--- src/rtl/pdd_pkg.sv ---
// Package for the P-DATA-TF deframer: item types, parse phases and codes.
// Used by every module of the deframer; depends on nothing.
package pdd_pkg;

    // Parse phase of the unit being received
    typedef enum logic [2:0] {
        PH_TYPE     = 3'd0,
        PH_RESERVED = 3'd1,
        PH_PDU_LEN  = 3'd2,
        PH_ITEM_LEN = 3'd3,
        PH_CTX      = 3'd4,
        PH_CTRL     = 3'd5,
        PH_FRAG     = 3'd6,
        PH_DONE     = 3'd7
    } t_phase;

    // Error codes carried in each result item
    localparam logic [1:0] ERR_NONE  = 2'd0;
    localparam logic [1:0] ERR_SHORT = 2'd1;
    localparam logic [1:0] ERR_TYPE  = 2'd2;
    localparam logic [1:0] ERR_LEN   = 2'd3;

    // Protocol constants
    localparam logic [7:0]  TYPE_P_DATA     = 8'd4;
    localparam logic [31:0] ITEM_HDR_MIN    = 32'd6;
    localparam logic [31:0] ITEM_LEN_MIN    = 32'd2;
    localparam logic [2:0]  LEN_FIELD_BYTES = 3'd4;

    // One raw input byte
    typedef struct packed {
        logic [7:0] data_byte;
        logic       last_byte;
    } t_in_item;

    // One deframed result
    typedef struct packed {
        logic       has_byte;
        logic [7:0] payload_byte;
        logic [7:0] context_id;
        logic       cmd_flag;
        logic       last_frag_flag;
        logic       fragment_start;
        logic       fragment_end;
        logic       pdu_end;
        logic [1:0] error_code;
    } t_out_item;

endpackage

--- src/rtl/pdd_in_reg.sv ---
// Input register of the deframer: holds one raw byte item for the parser.
// Depends on pdd_pkg for the input item type.
module pdd_in_reg (
    input  logic              i_clk,
    input  logic              i_rst_n,
    input  logic              i_valid,
    output logic              o_stall,
    input  pdd_pkg::t_in_item i_item,
    input  logic              i_take,
    output logic              o_valid,
    output pdd_pkg::t_in_item o_item
);

    logic              r_valid;
    pdd_pkg::t_in_item r_item;

    // Stall only while a held item is not being consumed
    assign o_stall = r_valid && !i_take;

    // Load a new item whenever the register is free or being emptied
    always_ff @(posedge i_clk) begin
        if (!i_rst_n) begin
            r_valid <= 1'b0;
        end else if (!o_stall) begin
            r_valid <= i_valid;
        end
    end

    always_ff @(posedge i_clk) begin
        if (!o_stall && i_valid) begin
            r_item <= i_item;
        end
    end

    assign o_valid = r_valid;
    assign o_item  = r_item;

endmodule

--- src/rtl/pdd_parser.sv ---
// Parse state and per-byte logic of the deframer: one byte handled per step.
// Depends on pdd_pkg for phases, codes, constants and item types.
module pdd_parser (
    input  logic               i_clk,
    input  logic               i_rst_n,
    input  logic               i_step,
    input  pdd_pkg::t_in_item  i_item,
    output logic               o_res_valid,
    output pdd_pkg::t_out_item o_res_item
);

    pdd_pkg::t_phase r_phase, n_phase;
    logic [2:0]      r_fbc, n_fbc;
    logic [31:0]     r_pdu_left, n_pdu_left;
    logic [31:0]     r_item_left, n_item_left;
    logic [31:0]     r_len_shift, n_len_shift;
    logic [7:0]      r_ctx, n_ctx;
    logic            r_cmd, n_cmd;
    logic            r_lastfrag, n_lastfrag;

    logic [31:0] w_len_next;
    logic [31:0] w_pdu_dec;
    logic [31:0] w_item_dec;
    logic [2:0]  w_fbc_inc;
    logic [7:0]  w_b;
    logic        w_res;
    logic        w_closed;
    logic [1:0]  w_err;
    logic        w_has;
    logic [7:0]  w_pb;
    logic        w_start;
    logic        w_end;
    logic        w_pend;

    assign w_b        = i_item.data_byte;
    assign w_len_next = {r_len_shift[23:0], w_b};
    assign w_pdu_dec  = r_pdu_left - 32'd1;
    assign w_item_dec = r_item_left - 32'd1;
    assign w_fbc_inc  = r_fbc + 3'd1;

    // Work out the next state and the result for the byte at the input
    always_comb begin
        n_phase     = r_phase;
        n_fbc       = r_fbc;
        n_pdu_left  = r_pdu_left;
        n_item_left = r_item_left;
        n_len_shift = r_len_shift;
        n_ctx       = r_ctx;
        n_cmd       = r_cmd;
        n_lastfrag  = r_lastfrag;
        w_res       = 1'b0;
        w_closed    = 1'b0;
        w_err       = pdd_pkg::ERR_NONE;
        w_has       = 1'b0;
        w_pb        = 8'd0;
        w_start     = 1'b0;
        w_end       = 1'b0;
        w_pend      = 1'b0;

        unique case (r_phase)
            pdd_pkg::PH_DONE: begin
                // ignore bytes until the last-byte marker
            end
            pdd_pkg::PH_TYPE: begin
                if (w_b != pdd_pkg::TYPE_P_DATA) begin
                    w_err = pdd_pkg::ERR_TYPE;
                end else begin
                    n_phase = pdd_pkg::PH_RESERVED;
                end
            end
            pdd_pkg::PH_RESERVED: begin
                n_phase     = pdd_pkg::PH_PDU_LEN;
                n_fbc       = 3'd0;
                n_len_shift = 32'd0;
            end
            pdd_pkg::PH_PDU_LEN: begin
                n_len_shift = w_len_next;
                n_fbc       = w_fbc_inc;
                if (w_fbc_inc >= pdd_pkg::LEN_FIELD_BYTES) begin
                    n_pdu_left  = w_len_next;
                    n_fbc       = 3'd0;
                    n_len_shift = 32'd0;
                    if (w_len_next == 32'd0) begin
                        w_res    = 1'b1;
                        w_pend   = 1'b1;
                        w_closed = 1'b1;
                        n_phase  = pdd_pkg::PH_DONE;
                    end else begin
                        n_phase = pdd_pkg::PH_ITEM_LEN;
                    end
                end
            end
            pdd_pkg::PH_ITEM_LEN: begin
                if (r_fbc == 3'd0 && r_pdu_left < pdd_pkg::ITEM_HDR_MIN) begin
                    w_err = pdd_pkg::ERR_LEN;
                end else begin
                    n_len_shift = w_len_next;
                    n_pdu_left  = w_pdu_dec;
                    n_fbc       = w_fbc_inc;
                    if (w_fbc_inc >= pdd_pkg::LEN_FIELD_BYTES) begin
                        if (w_len_next < pdd_pkg::ITEM_LEN_MIN ||
                            w_len_next > w_pdu_dec) begin
                            w_err = pdd_pkg::ERR_LEN;
                        end else begin
                            n_item_left = w_len_next;
                            n_phase     = pdd_pkg::PH_CTX;
                        end
                        n_fbc       = 3'd0;
                        n_len_shift = 32'd0;
                    end
                end
            end
            pdd_pkg::PH_CTX: begin
                n_ctx       = w_b;
                n_pdu_left  = w_pdu_dec;
                n_item_left = w_item_dec;
                n_phase     = pdd_pkg::PH_CTRL;
            end
            pdd_pkg::PH_CTRL: begin
                n_cmd       = w_b[0];
                n_lastfrag  = w_b[1];
                n_pdu_left  = w_pdu_dec;
                n_item_left = w_item_dec;
                if (w_item_dec == 32'd0) begin
                    // empty fragment
                    w_res    = 1'b1;
                    w_start  = 1'b1;
                    w_end    = 1'b1;
                    w_pend   = (w_pdu_dec == 32'd0);
                    w_closed = w_pend;
                    n_phase  = w_pend ? pdd_pkg::PH_DONE : pdd_pkg::PH_ITEM_LEN;
                    n_fbc    = 3'd0;
                end else begin
                    n_phase = pdd_pkg::PH_FRAG;
                    n_fbc   = 3'd1;
                end
            end
            pdd_pkg::PH_FRAG: begin
                w_start     = (r_fbc != 3'd0);
                n_pdu_left  = w_pdu_dec;
                n_item_left = w_item_dec;
                n_fbc       = 3'd0;
                w_end       = (w_item_dec == 32'd0);
                w_pend      = w_end && (w_pdu_dec == 32'd0);
                w_res       = 1'b1;
                w_has       = 1'b1;
                w_pb        = w_b;
                if (w_end) begin
                    w_closed    = w_pend;
                    n_phase     = w_pend ? pdd_pkg::PH_DONE : pdd_pkg::PH_ITEM_LEN;
                    n_len_shift = 32'd0;
                end
            end
            default: begin
                n_phase = pdd_pkg::PH_DONE;
            end
        endcase

        // Replace the result by the error form on a framing fault
        if (w_err != pdd_pkg::ERR_NONE) begin
            w_res    = 1'b1;
            w_closed = 1'b1;
            w_has    = 1'b0;
            w_pb     = 8'd0;
            w_start  = 1'b0;
            w_end    = 1'b0;
            w_pend   = 1'b0;
            n_phase  = pdd_pkg::PH_DONE;
        end

        // Flag a buffer that ends before the unit is complete
        if (i_item.last_byte && r_phase != pdd_pkg::PH_DONE && !w_closed) begin
            w_err = pdd_pkg::ERR_SHORT;
            if (!w_res) begin
                w_res = 1'b1;
            end
        end

        o_res_valid                   = w_res && (r_phase != pdd_pkg::PH_DONE);
        o_res_item.has_byte           = w_has;
        o_res_item.payload_byte       = w_pb;
        o_res_item.context_id         = n_ctx;
        o_res_item.cmd_flag           = n_cmd;
        o_res_item.last_frag_flag     = n_lastfrag;
        o_res_item.fragment_start     = w_start;
        o_res_item.fragment_end       = w_end;
        o_res_item.pdu_end            = w_pend;
        o_res_item.error_code         = w_err;

        // Rearm on the last byte of the buffer
        if (i_item.last_byte) begin
            n_phase     = pdd_pkg::PH_TYPE;
            n_fbc       = 3'd0;
            n_pdu_left  = 32'd0;
            n_item_left = 32'd0;
            n_len_shift = 32'd0;
            n_ctx       = 8'd0;
            n_cmd       = 1'b0;
            n_lastfrag  = 1'b0;
        end
    end

    // Advance the parse state once per consumed item
    always_ff @(posedge i_clk) begin
        if (!i_rst_n) begin
            r_phase     <= pdd_pkg::PH_TYPE;
            r_fbc       <= 3'd0;
            r_pdu_left  <= 32'd0;
            r_item_left <= 32'd0;
            r_len_shift <= 32'd0;
            r_ctx       <= 8'd0;
            r_cmd       <= 1'b0;
            r_lastfrag  <= 1'b0;
        end else if (i_step) begin
            r_phase     <= n_phase;
            r_fbc       <= n_fbc;
            r_pdu_left  <= n_pdu_left;
            r_item_left <= n_item_left;
            r_len_shift <= n_len_shift;
            r_ctx       <= n_ctx;
            r_cmd       <= n_cmd;
            r_lastfrag  <= n_lastfrag;
        end
    end

endmodule

--- src/rtl/pdd_out_reg.sv ---
// Result register of the deframer: holds one result item until it is taken.
// Depends on pdd_pkg for the result item type.
module pdd_out_reg (
    input  logic               i_clk,
    input  logic               i_rst_n,
    input  logic               i_load,
    input  pdd_pkg::t_out_item i_item,
    output logic               o_ready,
    output logic               o_valid,
    input  logic               i_stall,
    output pdd_pkg::t_out_item o_item
);

    logic               r_valid;
    pdd_pkg::t_out_item r_item;

    // Free when empty or when the held item leaves this cycle
    assign o_ready = !r_valid || !i_stall;

    always_ff @(posedge i_clk) begin
        if (!i_rst_n) begin
            r_valid <= 1'b0;
        end else if (i_load) begin
            r_valid <= 1'b1;
        end else if (!i_stall) begin
            r_valid <= 1'b0;
        end
    end

    always_ff @(posedge i_clk) begin
        if (i_load) begin
            r_item <= i_item;
        end
    end

    assign o_valid = r_valid;
    assign o_item  = r_item;

endmodule

--- src/rtl/pdata_pdu_deframer.sv ---
// P-DATA-TF deframer, top level: input register, byte parser, result register.
// Depends on pdd_pkg, pdd_in_reg, pdd_parser and pdd_out_reg.
//
// Usage:
//   Input channel (i_in_valid, o_in_stall, i_in_item) takes one raw byte of
//   the unit per item, with last_byte marking the end of the received buffer.
//   Output channel (o_out_valid, i_out_stall, o_out_item) gives zero or one
//   result item per byte: fragment bytes with their item's context id and
//   control flags, fragment start/end marks, end of unit and error codes.
//   A result is offered once its byte has passed through the input register
//   and the parser and has been loaded into the result register, and can be
//   taken while i_out_stall is low.
//   Throughput: one byte per cycle while the receiver does not stall; the
//   per-byte parse is a 32-bit decrement and compare between the input and
//   result registers. A byte that gives no result still takes a parser step.
//   After an error or the end of the unit, bytes are dropped up to and
//   including the next one with last_byte set, which rearms the parser.
//   Reset (synchronous, active low) empties both registers and returns the
//   parser to expecting a type byte.
//   When the receiver stalls, the result is held; the input register takes
//   at most one more byte, then o_in_stall stays high until the result drains.
module pdata_pdu_deframer (
    input  logic               i_clk,
    input  logic               i_rst_n,
    input  logic               i_in_valid,
    output logic               o_in_stall,
    input  pdd_pkg::t_in_item  i_in_item,
    output logic               o_out_valid,
    input  logic               i_out_stall,
    output pdd_pkg::t_out_item o_out_item
);

    logic               w_q_valid;
    pdd_pkg::t_in_item  w_q_item;
    logic               w_out_ready;
    logic               w_fire;
    logic               w_res_valid;
    pdd_pkg::t_out_item w_res_item;

    // Consume the held byte when the result register can take its result
    assign w_fire = w_q_valid && w_out_ready;

    pdd_in_reg u_in_reg (
        .i_clk   (i_clk),
        .i_rst_n (i_rst_n),
        .i_valid (i_in_valid),
        .o_stall (o_in_stall),
        .i_item  (i_in_item),
        .i_take  (w_fire),
        .o_valid (w_q_valid),
        .o_item  (w_q_item)
    );

    pdd_parser u_parser (
        .i_clk       (i_clk),
        .i_rst_n     (i_rst_n),
        .i_step      (w_fire),
        .i_item      (w_q_item),
        .o_res_valid (w_res_valid),
        .o_res_item  (w_res_item)
    );

    pdd_out_reg u_out_reg (
        .i_clk   (i_clk),
        .i_rst_n (i_rst_n),
        .i_load  (w_fire && w_res_valid),
        .i_item  (w_res_item),
        .o_ready (w_out_ready),
        .o_valid (o_out_valid),
        .i_stall (i_out_stall),
        .o_item  (o_out_item)
    );

`ifndef NO_ASSERTIONS
    // The parser never advances while a stalled result is still held
    a_no_step_when_blocked: assert property (@(posedge i_clk) disable iff (!i_rst_n)
        (o_out_valid && i_out_stall) |-> !w_fire)
        else $error("parser advanced while the result register was blocked");

    // A fragment byte result never carries a framing error
    a_byte_no_frame_err: assert property (@(posedge i_clk) disable iff (!i_rst_n)
        (o_out_valid && o_out_item.has_byte) |->
        (o_out_item.error_code == pdd_pkg::ERR_NONE ||
         o_out_item.error_code == pdd_pkg::ERR_SHORT))
        else $error("fragment byte result with a framing error");

    // End of unit is never flagged together with an error
    a_pdu_end_clean: assert property (@(posedge i_clk) disable iff (!i_rst_n)
        (o_out_valid && o_out_item.pdu_end) |->
        (o_out_item.error_code == pdd_pkg::ERR_NONE))
        else $error("end of unit flagged with an error");

    // An empty fragment result both starts and ends its fragment
    a_empty_frag: assert property (@(posedge i_clk) disable iff (!i_rst_n)
        (o_out_valid && !o_out_item.has_byte && o_out_item.fragment_start) |->
        o_out_item.fragment_end)
        else $error("empty fragment without an end mark");
`endif

endmodule

--- config.mk ---
export PLATFORM = sky130hd
export DESIGN_NAME = pdata_pdu_deframer
export DESIGN_NICKNAME = d
export VERILOG_FILES = /design/src/rtl/pdd_pkg.sv /design/src/rtl/pdd_in_reg.sv /design/src/rtl/pdd_parser.sv /design/src/rtl/pdd_out_reg.sv /design/src/rtl/pdata_pdu_deframer.sv
export SDC_FILE = /design/constraint.sdc
export NUM_CORES = 1
export LEC_CHECK = 0
export BUFFER_PORTS_ARGS = -buffer_cell sky130_fd_sc_hd__buf_2
export CAP_MARGIN = 30
export CORE_ASPECT_RATIO = 1.4
export CORE_MARGIN = 10
export CORE_UTILIZATION = 45
export DETAILED_ROUTE_END_ITERATION = 8
export PLACE_DENSITY = 0.59
export SYNTH_ARGS = -nofsm -noshare
export SYNTH_HDL_FRONTEND = slang
export SYNTH_SLANG_ARGS = --single-unit
--- constraint.sdc ---
create_clock -name i_clk -period 18.2 [get_ports i_clk]
set_clock_uncertainty 0.15 [all_clocks]
set_input_delay 5.46 -clock i_clk [delete_from_list [all_inputs] [get_ports i_clk]]
set_output_delay 5.46 -clock i_clk [all_outputs]
set_load 0.01 [all_outputs]
==> results.cfg <==
[synthesis]
yosys_warnings = 0
async_reset_ff_share_pct = 0
avgSynthCellArea_um2 = 8.16
yosys.cell_types.count = 86
yosys.area.top_type = dfxtp_1
synthCells = 1114
ys_seq_area_share_pct = 34.3
synthFlopType = dfxtp_1
ys_ff_latch = 139
synth.cell_area_mm2 = 0.00909
synth_top_cell_area_share_pct = 23.4
synth-edff-count = 33
synth.area.top_cells = dfxtp_1 (23%), edfxtp_1 (11%), nor2_1 (5.7%), ha_1 (5.6%), nand2_1 (5.0%)
synth.net_count = 1168

[sta]
min_period_ns = 11.51
finalCritPeriodShare_pct = 63.2
slew_headroom_pct = 38.7
hold_viol_final = 0
hold_ws_ns = 0.336
final_max_slew_viol_count = 0
rsz0062_at_grt = no
tns_ns = 0
fmax_ghz = 0.0869
tightest_slew_ns = 0.914
setup_viol = 0
setup_slack_ns = 6.69

[layout]
multi_input_area_mm2 = 0.00558
diodes = 0
fin_cells = 1371
layout_commonest_cell = nor2_1
final-seq-area_mm2 = 0.00311
drive_above_1_share_pct = 11.4
area_growth_pct = 10.3
postLayoutCoreUtil_pct = 50.5
fin_nets = 1160
final_cell_mix = nor2_1 (138), nand2_1 (120), dfxtp_1 (106)
fillers = 2009

[power]
power_density_mw_per_mm2 = 86.2
p_leak_uw = 0.00372
peakVddDrop_uv = 65.4

[cts]
clk_latency_ns = 0.43
cts_buffers = 17
cts_root_buf = clkbuf_16
ctsHoldBuffers = 0
clkSinkCount = 139
cts_tree = done
cts_setup_buffers = 0
ctsResizeCount = 0
path_clk_slew_ns = 0.07
cts.path.max_buffers = 2
htree_levels = 4

[critical_path]
cp_data_required_time_ns = 12.59
worst-setup-path-type = in2out
crit_path_end_kind = output pin
critPathArrivalTime_ns = 5.90
critPathLaunch = i_out_stall
r2r-start = u_parser.r_pdu_left[4]$_SDFFE_PN0P_
critPathLaunchType = input port
worst-path-max-fanout = 3

[placement]
dp_hpwl_um = 20100
dpl.cell_count = 1339
port_buffers = 38
globalplace.congestion = 0.898
dp_slack_ns = 6.69

[floorplanning]
chipWidth_um = 140
die_area_mm2 = 0.0264
dieHeight_um = 188
start_util_pct = 45.8
row_count = 61
pin_count = 39
core_area_mm2 = 0.0198

[routing]
drtPass1Iterations = 5
wirelength_um = 28800
wl_met1_um = 12100
antenna_left = 0
drc_errors = 0
via_per_inst = 6.25
wl_met3_um = 1110
top_layer = met4
avgRoutedWirePerCell_um = 21.0
drt-initial-drc-count = 713
num_vias = 8573
dr_wl_met2_um = 14900

[grt]
gr-total-overflow = 0
grt_pass1_wl_um = 45500
grt_util_all_layers_pct = 21.2
antenna_found_initial = 0
grt_pass1_vias = 8124
grt_start_max_net_pins = 63

[outcome]
run_status = finished clean

[hold_path]
hp-class = reg2reg
worstHoldStart = u_parser.r_item_left[27]$_SDFFE_PN0P_

[flow_run]
drv_cap = 0
==> where the power goes <==
part	total, uW	switching (uW)	internal (uW)	leakage, uW
combinational	173	115	58.4	0.00226
clock	358	171	187	0.000300
sequential	333	9.75	323	0.00117
==> sequential cells by signal, summed over array words and instances (netlist names) <==
signal,flops
u_out_reg.o_item,24
u_parser.r_lastfrag,1
u_parser.r_pdu_left,32
u_parser.r_len_shift,24
u_parser.r_cmd,1
u_out_reg.o_valid,1
u_in_reg.o_valid,1
u_in_reg.o_item,9
u_parser.r_phase,3
u_parser.r_ctx,8
u_parser.r_fbc,3
u_parser.r_item_left,32
==> worst paths after layout <==
kind                                           endpoint  cells past startpoint  slack (ns)
setup / recovery                             o_in_stall                      3        6.69
hold / removal    u_parser.r_item_left[27]$_SDFFE_PN0P_                      2        0.34
setup reg to reg          u_out_reg.o_item[6]$_DFFE_PP_                     16       12.24
hold reg to reg   u_parser.r_item_left[27]$_SDFFE_PN0P_                      2        0.34
==> Yosys cell counts (8+ instances only) <==
master,count
nor2_1,138
nand2_1,120
dfxtp_1,106
a21oi_1,72
clkbuf_1,68
o21ai_0,59
ha_1,41
nor3_1,37
nand4_1,36
edfxtp_1,33
nor4_1,32
xnor2_1,28
mux2i_1,24
nand3_1,22
a22oi_1,21
a2111oi_0,18
inv_1,16
o311ai_1,16
xor2_1,16
and3_1,15
o21ai_1,12
or4_1,11
a211oi_1,10
o31ai_1,9
or3_1,9
mux2_2,8
==> logic make-up after synthesis <==
kind of cell,count (synthesis),share of synthesized area [%]
xor gates and xnor gates,45,4.49
AOI/OAI and AO/OA,275,20.4
buffers and inverters,102,4.72
and+or+nand+nor,480,26.9
DFF,139,34.3
adders and majority gates,41,5.65
muxes,32,3.64
==> routing by layer <==
metal / vias up / global-route usage (%)
met2: 254 / 37.7
met1: 4134 / 25.1
li1: 4136 / -
met5: - / 0
met3: 49 / 2.63
met4: 0 / 8.16
==> cell type report <==
type / count / area share [%]
Clock inverter: 15 / 1.98
Multi-Input combinational cell: 873 / 55.6
Clock buffer: 17 / 4.24
Timing Repair Buffer: 56 / 3.25
Inverter: 19 / 0.711
Tap cell: 252 / 3.15
Sequential cell: 139 / 31.1
==> critical path: stages <==
cell and delay (ns):
buf_2 0.10, and3_1 0.19, buf_2 0.14
==> stage by stage <==
step | total power [uW] | area [um2]
after CTS | 868 | 10000
after global placement | 510 | 9400
after detailed placement | 511 | 9400
after global routing | 899 | 10000
after floorplan | 462 | 9090
final | 864 | 10000
Power figures use the tool's default switching activity.
